<file path="src/sv/shfcd_pkg.sv">
// ----------------------------------------------------------------------------
// shfcd_pkg
// Shared constants and helpers of the header-sync frame checksum deframer.
// ----------------------------------------------------------------------------
package shfcd_pkg;

	// Frame geometry: two header bytes, payload, one checksum byte.
	localparam int FRAME_LEN   = 32;
	localparam int PAYLOAD_LEN = FRAME_LEN - 3;

	localparam int BYTE_W = 8;
	localparam int IDX_W  = 5;
	localparam int PTR_W  = $clog2(FRAME_LEN);
	localparam int FILL_W = $clog2(FRAME_LEN + 1);
	localparam int EMIT_W = $clog2(PAYLOAD_LEN + 1);

	localparam logic [BYTE_W-1:0] HEADER_RESET = 8'h5A;

	// Ring pointer advance, modulo FRAME_LEN. n stays below FRAME_LEN.
	function automatic logic [PTR_W-1:0] ptr_add(input logic [PTR_W-1:0] p,
		input logic [PTR_W-1:0] n);
		logic [PTR_W:0] s;
		s = {1'b0, p} + {1'b0, n};
		if (s >= (PTR_W+1)'(FRAME_LEN)) begin
			s = s - (PTR_W+1)'(FRAME_LEN);
		end
		return s[PTR_W-1:0];
	endfunction

endpackage

</file>
<file path="src/sv/shfcd_in_if.sv">
// ----------------------------------------------------------------------------
// shfcd_in_if
// Receive channel: one received byte or one idle event per word.
// ----------------------------------------------------------------------------
interface shfcd_in_if;
	logic                             valid;
	logic                             ready;
	logic [shfcd_pkg::BYTE_W-1:0]     rx_byte;
	logic                             idle_gap;

	modport source (output valid, output rx_byte, output idle_gap, input ready);
	modport sink   (input valid, input rx_byte, input idle_gap, output ready);
endinterface

</file>
<file path="src/sv/shfcd_out_if.sv">
// ----------------------------------------------------------------------------
// shfcd_out_if
// Payload channel: one payload byte of an accepted frame per word.
// ----------------------------------------------------------------------------
interface shfcd_out_if;
	logic                             valid;
	logic                             ready;
	logic [shfcd_pkg::BYTE_W-1:0]     payload_byte;
	logic [shfcd_pkg::IDX_W-1:0]      payload_index;
	logic                             last_of_frame;

	modport source (output valid, output payload_byte, output payload_index,
		output last_of_frame, input ready);
	modport sink   (input valid, input payload_byte, input payload_index,
		input last_of_frame, output ready);
endinterface

</file>
<file path="src/sv/shfcd_ram.sv">
// ----------------------------------------------------------------------------
// shfcd_ram
// Simple dual-port RAM: one write port, one read port, registered read.
// ----------------------------------------------------------------------------
module shfcd_ram #(
	parameter int WIDTH = 8,
	parameter int DEPTH = 32
) (
	input  logic                     clk,
	input  logic                     we,
	input  logic [$clog2(DEPTH)-1:0] waddr,
	input  logic [WIDTH-1:0]         wdata,
	input  logic [$clog2(DEPTH)-1:0] raddr,
	output logic [WIDTH-1:0]         rdata
);

	logic [WIDTH-1:0] mem [DEPTH];

	always_ff @(posedge clk) begin
		if (we) begin
			mem[waddr] <= wdata;
		end
		rdata <= mem[raddr];
	end

endmodule

</file>
<file path="src/sv/sync_header_frame_checksum_deframer_core.sv">
// ----------------------------------------------------------------------------
// sync_header_frame_checksum_deframer_core
// Finds header-synced, checksum-protected frames in a byte stream and emits
// the payload of the first good frame of each burst.
// ----------------------------------------------------------------------------
// Usage:
//   din   : one word per received byte (idle_gap = 0) or per idle event
//           (idle_gap = 1, rx_byte ignored). An idle event ends the burst.
//   dout  : payload bytes of a found frame, payload_index 0..28, with
//           last_of_frame on the final one.
//   cfg_* : header_byte write, only while the block is idle.
// Throughput: one din word per cycle. A frame is checked in the cycle its
//   last byte is accepted; din.ready then drops while the payload is read
//   out of the window RAM (one read port, one byte a cycle while the output queue has room).
// Readout: after the closing byte is accepted, the first payload byte passes
//   busy_q, the RAM read stage and the output queue to dout, then one byte per cycle while dout.ready is high.
// Reset: window empty, checksum 0, header 0x5A; no clearing pass, the window
//   RAM is never read before it is written.
// Receiver stall: a two-entry output queue absorbs the RAM read latency;
//   payload reads pause while it is full, din stays stalled until all payload
//   reads are issued. Nothing is dropped.
// ----------------------------------------------------------------------------
module sync_header_frame_checksum_deframer_core (
	input  logic                         clk,
	input  logic                         arst_n,
	input  logic                         cfg_we,
	input  logic [shfcd_pkg::BYTE_W-1:0] cfg_wdata,
	shfcd_in_if.sink                     din,
	shfcd_out_if.source                  dout
);

	typedef struct packed {
		logic [shfcd_pkg::BYTE_W-1:0] data;
		logic [shfcd_pkg::IDX_W-1:0]  idx;
		logic                         last;
	} pl_ent_t;

	// Configuration
	logic [shfcd_pkg::BYTE_W-1:0] hdr_q;

	// Window control: the bytes live in a ring RAM; the first three window
	// bytes and the newest byte are mirrored in registers.
	logic [shfcd_pkg::FILL_W-1:0] fill_q;
	logic [shfcd_pkg::PTR_W-1:0]  ptr_q;     // next write slot, oldest once full
	logic [shfcd_pkg::BYTE_W-1:0] sum_q;     // sum of window bytes 0..FRAME_LEN-2
	logic                         taken_q;
	logic [shfcd_pkg::BYTE_W-1:0] w0_q, w1_q, w2_q, last_q;
	logic                         pend_s1;   // RAM data this cycle refills w2

	// Payload readout
	logic                         busy_q;
	logic [shfcd_pkg::EMIT_W-1:0] cnt_q;
	logic [shfcd_pkg::PTR_W-1:0]  base_q;
	logic                         infl_s1;
	logic [shfcd_pkg::IDX_W-1:0]  idx_s1;
	logic                         last_s1;

	// Output queue
	pl_ent_t                      ent_q [2];
	logic [1:0]                   fcnt_q;

	// RAM
	logic [shfcd_pkg::PTR_W-1:0]  raddr;
	logic [shfcd_pkg::BYTE_W-1:0] rdata;

	// Datapath
	logic                         acc, is_byte, full, found, issue, push, pop, room;
	logic [shfcd_pkg::BYTE_W-1:0] b, w0_n, w1_n, w2_eff, sum_n;
	logic [shfcd_pkg::FILL_W-1:0] fill_n;
	logic [shfcd_pkg::PTR_W-1:0]  ptr_n;
	logic [1:0]                   occ;
	pl_ent_t                      new_ent;

	assign din.ready = !busy_q;
	assign acc       = din.valid && din.ready;
	assign is_byte   = acc && !din.idle_gap;
	assign b         = din.rx_byte;
	assign full      = fill_q == shfcd_pkg::FILL_W'(shfcd_pkg::FRAME_LEN);

	// w2 is refilled from the RAM in the cycle after a shift; forward it.
	assign w2_eff = pend_s1 ? rdata : w2_q;

	always_comb begin
		if (full) begin
			w0_n   = w1_q;
			w1_n   = w2_eff;
			sum_n  = sum_q - w0_q + last_q;   // old byte 0 leaves, old last joins
			fill_n = fill_q;
		end else begin
			w0_n   = (fill_q == '0) ? b : w0_q;
			w1_n   = (fill_q == shfcd_pkg::FILL_W'(1)) ? b : w1_q;
			sum_n  = (fill_q < shfcd_pkg::FILL_W'(shfcd_pkg::FRAME_LEN - 1)) ?
				sum_q + b : sum_q;
			fill_n = fill_q + shfcd_pkg::FILL_W'(1);
		end
	end

	assign ptr_n = shfcd_pkg::ptr_add(ptr_q, shfcd_pkg::PTR_W'(1));

	assign found = is_byte && !taken_q
		&& (fill_n == shfcd_pkg::FILL_W'(shfcd_pkg::FRAME_LEN))
		&& (w0_n == hdr_q) && (w1_n == hdr_q) && (sum_n == b);

	// Queue occupancy counts the word still in the RAM read stage.
	assign pop   = dout.valid && dout.ready;
	assign push  = infl_s1;
	assign occ   = fcnt_q + {1'b0, infl_s1};
	assign room  = (occ - {1'b0, pop}) < 2'd2;
	assign issue = busy_q && room;

	// Read port: payload readout while busy, else prefetch of window byte 3.
	assign raddr = busy_q ?
		shfcd_pkg::ptr_add(base_q, shfcd_pkg::PTR_W'(cnt_q)) :
		shfcd_pkg::ptr_add(ptr_q, shfcd_pkg::PTR_W'(3));

	shfcd_ram #(
		.WIDTH (shfcd_pkg::BYTE_W),
		.DEPTH (shfcd_pkg::FRAME_LEN)
	) u_win_ram (
		.clk   (clk),
		.we    (is_byte),
		.waddr (ptr_q),
		.wdata (b),
		.raddr (raddr),
		.rdata (rdata)
	);

	assign new_ent = '{data: rdata, idx: idx_s1, last: last_s1};

	assign dout.valid         = fcnt_q != 2'd0;
	assign dout.payload_byte  = ent_q[0].data;
	assign dout.payload_index = ent_q[0].idx;
	assign dout.last_of_frame = ent_q[0].last;

	// Config and window control
	always_ff @(posedge clk or negedge arst_n) begin
		if (!arst_n) begin
			hdr_q   <= shfcd_pkg::HEADER_RESET;
			fill_q  <= '0;
			ptr_q   <= '0;
			sum_q   <= '0;
			taken_q <= 1'b0;
			pend_s1 <= 1'b0;
		end else begin
			if (cfg_we) begin
				hdr_q <= cfg_wdata;
			end
			pend_s1 <= is_byte && full;
			if (acc && din.idle_gap) begin
				fill_q  <= '0;
				ptr_q   <= '0;
				sum_q   <= '0;
				taken_q <= 1'b0;
			end else if (is_byte) begin
				fill_q <= fill_n;
				ptr_q  <= ptr_n;
				sum_q  <= sum_n;
				if (found) begin
					taken_q <= 1'b1;
				end
			end
		end
	end

	// Window byte mirrors
	always_ff @(posedge clk) begin
		if (pend_s1) begin
			w2_q <= rdata;
		end
		if (is_byte) begin
			w0_q   <= w0_n;
			w1_q   <= w1_n;
			last_q <= b;
			if (fill_q == shfcd_pkg::FILL_W'(2)) begin
				w2_q <= b;
			end
		end
	end

	// Payload readout sequencer
	always_ff @(posedge clk or negedge arst_n) begin
		if (!arst_n) begin
			busy_q  <= 1'b0;
			cnt_q   <= '0;
			infl_s1 <= 1'b0;
		end else begin
			infl_s1 <= issue;
			if (found) begin
				busy_q <= 1'b1;
				cnt_q  <= '0;
			end else if (issue) begin
				cnt_q <= cnt_q + shfcd_pkg::EMIT_W'(1);
				if (cnt_q == shfcd_pkg::EMIT_W'(shfcd_pkg::PAYLOAD_LEN - 1)) begin
					busy_q <= 1'b0;
				end
			end
		end
	end

	always_ff @(posedge clk) begin
		if (found) begin
			// Payload starts two bytes past the oldest byte of the new window.
			base_q <= shfcd_pkg::ptr_add(ptr_n, shfcd_pkg::PTR_W'(2));
		end
		if (issue) begin
			idx_s1  <= shfcd_pkg::IDX_W'(cnt_q);
			last_s1 <= cnt_q == shfcd_pkg::EMIT_W'(shfcd_pkg::PAYLOAD_LEN - 1);
		end
	end

	// Output queue
	always_ff @(posedge clk or negedge arst_n) begin
		if (!arst_n) begin
			fcnt_q <= 2'd0;
		end else begin
			case ({push, pop})
				2'b10:   fcnt_q <= fcnt_q + 2'd1;
				2'b01:   fcnt_q <= fcnt_q - 2'd1;
				default: fcnt_q <= fcnt_q;
			endcase
		end
	end

	always_ff @(posedge clk) begin
		case ({push, pop})
			2'b11: begin
				if (fcnt_q == 2'd1) begin
					ent_q[0] <= new_ent;
				end else begin
					ent_q[0] <= ent_q[1];
					ent_q[1] <= new_ent;
				end
			end
			2'b10: begin
				if (fcnt_q == 2'd0) begin
					ent_q[0] <= new_ent;
				end else begin
					ent_q[1] <= new_ent;
				end
			end
			2'b01: begin
				ent_q[0] <= ent_q[1];
			end
			default: begin
			end
		endcase
	end

`ifndef NO_ASSERTIONS
	// Queue never overflows: a word landing on a full queue must meet a pop.
	a_queue_room: assert property (@(posedge clk) disable iff (!arst_n)
		(infl_s1 && fcnt_q == 2'd2) |-> pop)
		else $error("output queue overflow");

	// The read port serves only one consumer per cycle.
	a_port_excl: assert property (@(posedge clk) disable iff (!arst_n)
		pend_s1 |-> !infl_s1)
		else $error("window prefetch and payload read collide");

	// A found frame leaves a full window and marks the burst as taken.
	a_found_state: assert property (@(posedge clk) disable iff (!arst_n)
		found |=> (busy_q && taken_q
			&& fill_q == shfcd_pkg::FILL_W'(shfcd_pkg::FRAME_LEN)))
		else $error("frame found without full window state");

	// Last flag only on the final payload position.
	a_last_idx: assert property (@(posedge clk) disable iff (!arst_n)
		(dout.valid && dout.last_of_frame)
			|-> dout.payload_index == shfcd_pkg::IDX_W'(shfcd_pkg::PAYLOAD_LEN - 1))
		else $error("last_of_frame on wrong payload index");
`endif

endmodule
</file>
<file path="src/flat_wrapper.sv">
// flat-port wrapper written by rule: the top's interface ports become plain ports
module sync_header_frame_checksum_deframer_core_flat 
  (clk, arst_n, cfg_we, cfg_wdata, din_valid, din_rx_byte, din_idle_gap, din_ready, dout_valid, dout_payload_byte, dout_payload_index, dout_last_of_frame, dout_ready);
  shfcd_in_if din_i ();
  shfcd_out_if dout_i ();
  input  logic clk;
  input  logic arst_n;
  input  logic cfg_we;
  input  logic [shfcd_pkg::BYTE_W-1:0] cfg_wdata;
  input wire logic [$bits(din_i.valid)-1:0] din_valid;
  input wire logic [$bits(din_i.rx_byte)-1:0] din_rx_byte;
  input wire logic [$bits(din_i.idle_gap)-1:0] din_idle_gap;
  output wire logic [$bits(din_i.ready)-1:0] din_ready;
  output wire logic [$bits(dout_i.valid)-1:0] dout_valid;
  output wire logic [$bits(dout_i.payload_byte)-1:0] dout_payload_byte;
  output wire logic [$bits(dout_i.payload_index)-1:0] dout_payload_index;
  output wire logic [$bits(dout_i.last_of_frame)-1:0] dout_last_of_frame;
  input wire logic [$bits(dout_i.ready)-1:0] dout_ready;
  assign din_i.valid = din_valid;
  assign din_i.rx_byte = din_rx_byte;
  assign din_i.idle_gap = din_idle_gap;
  assign din_ready = din_i.ready;
  assign dout_valid = dout_i.valid;
  assign dout_payload_byte = dout_i.payload_byte;
  assign dout_payload_index = dout_i.payload_index;
  assign dout_last_of_frame = dout_i.last_of_frame;
  assign dout_i.ready = dout_ready;
  sync_header_frame_checksum_deframer_core u_core (.clk(clk), .arst_n(arst_n), .cfg_we(cfg_we), .cfg_wdata(cfg_wdata), .din(din_i), .dout(dout_i));
endmodule
</file>
<file path="config.mk">
export PLATFORM = sky130hd
export DESIGN_NAME = sync_header_frame_checksum_deframer_core_flat
export DESIGN_NICKNAME = d
export VERILOG_FILES = /design/src/sv/shfcd_pkg.sv /design/src/sv/shfcd_in_if.sv /design/src/sv/shfcd_out_if.sv /design/src/sv/shfcd_ram.sv /design/src/sv/sync_header_frame_checksum_deframer_core.sv /design/src/flat_wrapper.sv
export SDC_FILE = /design/constraint.sdc
export NUM_CORES = 1
export LEC_CHECK = 0
export BUFFER_PORTS_ARGS = -buffer_cell sky130_fd_sc_hd__buf_2
export CAP_MARGIN = 0
export CORE_UTILIZATION = 25
export CTS_BUF_LIST = sky130_fd_sc_hd__clkbuf_2
export DETAILED_ROUTE_END_ITERATION = 6
export MAX_ROUTING_LAYER = met4
export SYNTH_ARGS = -nofsm -noshare
export SYNTH_HDL_FRONTEND = slang
export SYNTH_HIERARCHICAL = 1
export SYNTH_SLANG_ARGS = --single-unit
</file>
<file path="constraint.sdc">
create_clock -name clk -period 4.1 [get_ports clk]
set_input_delay 0 -clock clk [delete_from_list [all_inputs] [get_ports clk]]
set_output_delay 0 -clock clk [all_outputs]
set_load 0.02 [all_outputs]
</file>
==> results.sh <==
export IMPL_hold_path_class="input pin to async pin"
export IMPL_synth_edf_count=319
export IMPL_core_area_um2=66000
export IMPL_finalCritPeriodShare_pct=93.5
export IMPL_avgSynthCellArea_um2=15.9
export IMPL_critical_path_required_ns=4.94
export IMPL_maxCapViolCount=0
export IMPL_r2r_start="u_core/sum_q[1]"
export IMPL_final_cell_mix="edfxtp_1 (319), clkbuf_2 (128), mux4_2 (80)"
export IMPL_cp_arrival_ns=4.68
export IMPL_async_flop_share_pct=10.2
export IMPL_wl_per_cell_um=18.7
export IMPL_pre_cts_ws_ns=0.341
export IMPL_violations="DRC"
export IMPL_n_fill_cell=6547
export IMPL_synthCells=1050
export IMPL_ff2ff_setup_slack_ns=0.26
export IMPL_grt_antenna_before_repair=3
export IMPL_yosys_register_bits=373
export IMPL_port_buffers=37
export IMPL_worst_slew_pin_transition_ns=1.14
export IMPL_synthFlopType="edfxtp_1"
export IMPL_skew_ns=0.0682
export IMPL_start_kind="register"
export IMPL_yosysUniqueCellTypes=66
export IMPL_min_period_ns=3.84
export IMPL_regArea_um2=10900
export IMPL_dpl_cell_area_um2=18000
export IMPL_cts_sinks=373
export IMPL_place_congestion=0.897
export IMPL_via_per_inst=4.55
export IMPL_dr_total_vias=9776
export IMPL_syn_num_nets=1115
export IMPL_status="finished with violations"
export IMPL_wl_um=40200
export IMPL_rsz0062_at_grt="no"
export IMPL_ys_warnings_count=6
export IMPL_clk_latency_ns=1.04
export IMPL_initialDrtViolationCount=739
export IMPL_cts_resized=0
export IMPL_crit_chain="inv_1 -> fa_1 -> inv_1 -> fa_1 -> and3_1 -> or3_1 -> a21o_1 -> nand3_1 -> nor4bb_1 -> nand4_1 -> nor4_4 -> nor2_1"
export IMPL_syn_cell_area_um2=16700
export IMPL_core_rowCount=94
export IMPL_detail_route_first_pass_iterations=7
export IMPL_synth_area_leaders="edfxtp_1 (57%), mux4_2 (11%), dfrtp_1 (5.1%)"
export IMPL_grt_overflow=0
export IMPL_die_area_um2=67900
export IMPL_finalWorstSetupSlack_ns=0.265
export IMPL_slew_headroom_pct=23.5
export IMPL_grt_max_degree=65
export IMPL_critical_path_class="register to register"
export IMPL_peakVddDrop_uv=849
export IMPL_finalSetupViolations=0
export IMPL_grt_usage_pct=12.5
export IMPL_fin_area_um2=19300
export IMPL_slowest_delay_ns=0.57
export IMPL_initial_core_util_pct=25.3
export IMPL_antenna_left=0
export IMPL_cts_root_buffer="clkbuf_2"
export IMPL_cp_end_kind="register"
export IMPL_slew_violations=0
export IMPL_detailed_place_hpwl_um=25700
export IMPL_grt_pass1_vias=9888
export IMPL_r2r_end="u_core/cnt_q[1]"
export IMPL_leakagePower_nw=6.75
export IMPL_final_common_cell="edfxtp_1"
export IMPL_netlist_top_cell_by_area="edfxtp_1"
export IMPL_syn2layout_area_growth_pct=15.8
export IMPL_drc=6
export IMPL_multi_input_area_um2=5410
export IMPL_clk_pin_slew_ns=0.11
export IMPL_tns_ns=0
export IMPL_drive_above_1_share_pct=26.9
export IMPL_die_w_um=261
export IMPL_cts_htree_levels=3
export IMPL_num_io_pins=38
export IMPL_grt_pass1_wl_um=61500
export IMPL_yosysTopAreaCellShare_pct=57.3
export IMPL_max_freq_ghz=0.261
export IMPL_p_per_area_nw_per_um2=690
export IMPL_die_height_um=261
export IMPL_reg2reg_depth=12
export IMPL_worst_path_max_delay_cell="nor4_4"
export IMPL_cts_tree="yes"
export IMPL_cts_buffers=93
export IMPL_cp_max_fo=7
export IMPL_hold_viol=0
export IMPL_layout_nets=1267
export IMPL_yosysSeqAreaShare_pct=65.0
export IMPL_clockBufferDepth=3
==> worst max-delay path, delay by kind of cell, from the launching register on <==
kind	cells	cell delay [ns]
AO/OA/AOI/OAI	1	0.24
AND/OR/NAND/NOR	7	1.88
buffers and inverters	2	0.16
flip-flops	1	0.45
adder cells (fa/ha/maj)	2	0.95
==> cells in the mapped netlist (3+ instances only) <==
cell type    n
a21boi_0     4
a21o_1       8
a21oi_1     35
a22o_1       5
a22oi_1      7
a31oi_1      3
a32oi_1      4
and3_1       6
buf_1        7
buf_2        6
buf_4        6
clkbuf_1    32
dfrtp_1     34
dfstp_2      4
dfxtp_1     16
edfxtp_1   319
fa_1         9
ha_1        34
inv_1       63
mux2_2      41
mux2i_1     20
mux4_2      80
nand2_1     39
nand2b_1     3
nand3_1     16
nand3b_1     8
nand4_1      8
nor2_1      68
nor3_1       7
nor4_1       5
o2111ai_1    5
o211ai_1     3
o21ai_0     41
o22ai_1      6
o31ai_1      4
or2_2        4
or3_1        5
or3b_2       3
or4_1        3
xnor2_1     28
xor2_1      19
==> layer usage <==
metal	track usage [%]	part of all wire, %	vias to the layer above
li1	-	-	4440
met1	15.9	43	4961
met2	19.5	49	327
met3	2.51	6.1	48
met4	4.65	1.8	0
met5	-	0	-
==> state kept, by name, summed over array words and instances, names as in the netlist, 2 cells and up <==
name and count:
u_core/base_q 5, u_core/cnt_q 5, u_core/ent_q 28, u_core/fcnt_q 2, u_core/fill_q 6, u_core/hdr_q 8, u_core/idx_s1 5, u_core/last_q 8
u_core/ptr_q 5, u_core/sum_q 8, u_core/u_win_ram/mem 256, u_core/u_win_ram/rdata 8, u_core/w0_q 8, u_core/w1_q 8, u_core/w2_q 8
==> power breakdown <==
group          switching [mW]  internal (mW)
sequential              0.378           4.66
clock                    1.52          0.938
combinational            3.10           2.75
==> logic make-up after synthesis <==
| logic type | synth area share (%) |
|---|---|
| AO/OA/AOI/OAI | 5.44 |
| XOR/XNOR | 2.74 |
| adder cells (fa/ha/maj) | 3.62 |
| buffers and inverters | 2.83 |
| flip-flops | 65.0 |
| multiplexers | 14.7 |
| AND/OR/NAND/NOR | 5.64 |
==> worst max path at each step <==
stage | start | endpoint | depth (start not counted)
after CTS | u_core/fill_q[0] | u_core/busy_q | 11
final | u_core/sum_q[1] | u_core/cnt_q[1] | 12
after global routing | u_core/fill_q[0] | u_core/base_q[3] | 12
after global placement | u_core/sum_q[1] | u_core/base_q[0] | 13
after floorplan | u_core/sum_q[1] | u_core/base_q[0] | 12
after detailed placement | u_core/fill_q[0] | u_core/base_q[2] | 12
==> final cells by class <==
class / instances / share of cell area, %
Sequential cell: 373 / 56.1
Clock buffer: 128 / 3.31
Multi-Input combinational cell: 561 / 28.0
Tap cell: 864 / 5.59
Inverter: 64 / 1.24
Clock inverter: 46 / 1.17
Antenna cell: 2 / 0.0259
Timing Repair Buffer: 109 / 4.54
==> repair_timing <==
item,4_1_cts,5_1_grt
hold endpoints to repair,378,0
setup buffers,0,0
hold buffers,47,0
==> metrics by stage <==
step                util [%]  hold slack (ns)  std cells  total power [mW]
CTS                     29.3          0.00448       2145              13.6
global placement        27.3            0.222       1924              10.9
detailed placement      27.3            0.235       1924              11.0
finish                  29.3            0.134       2147              13.3
global route            29.3           0.0772       2147              14.2
floorplan                  -           -0.296       1050              9.23
Power figures use the tool's default switching activity.
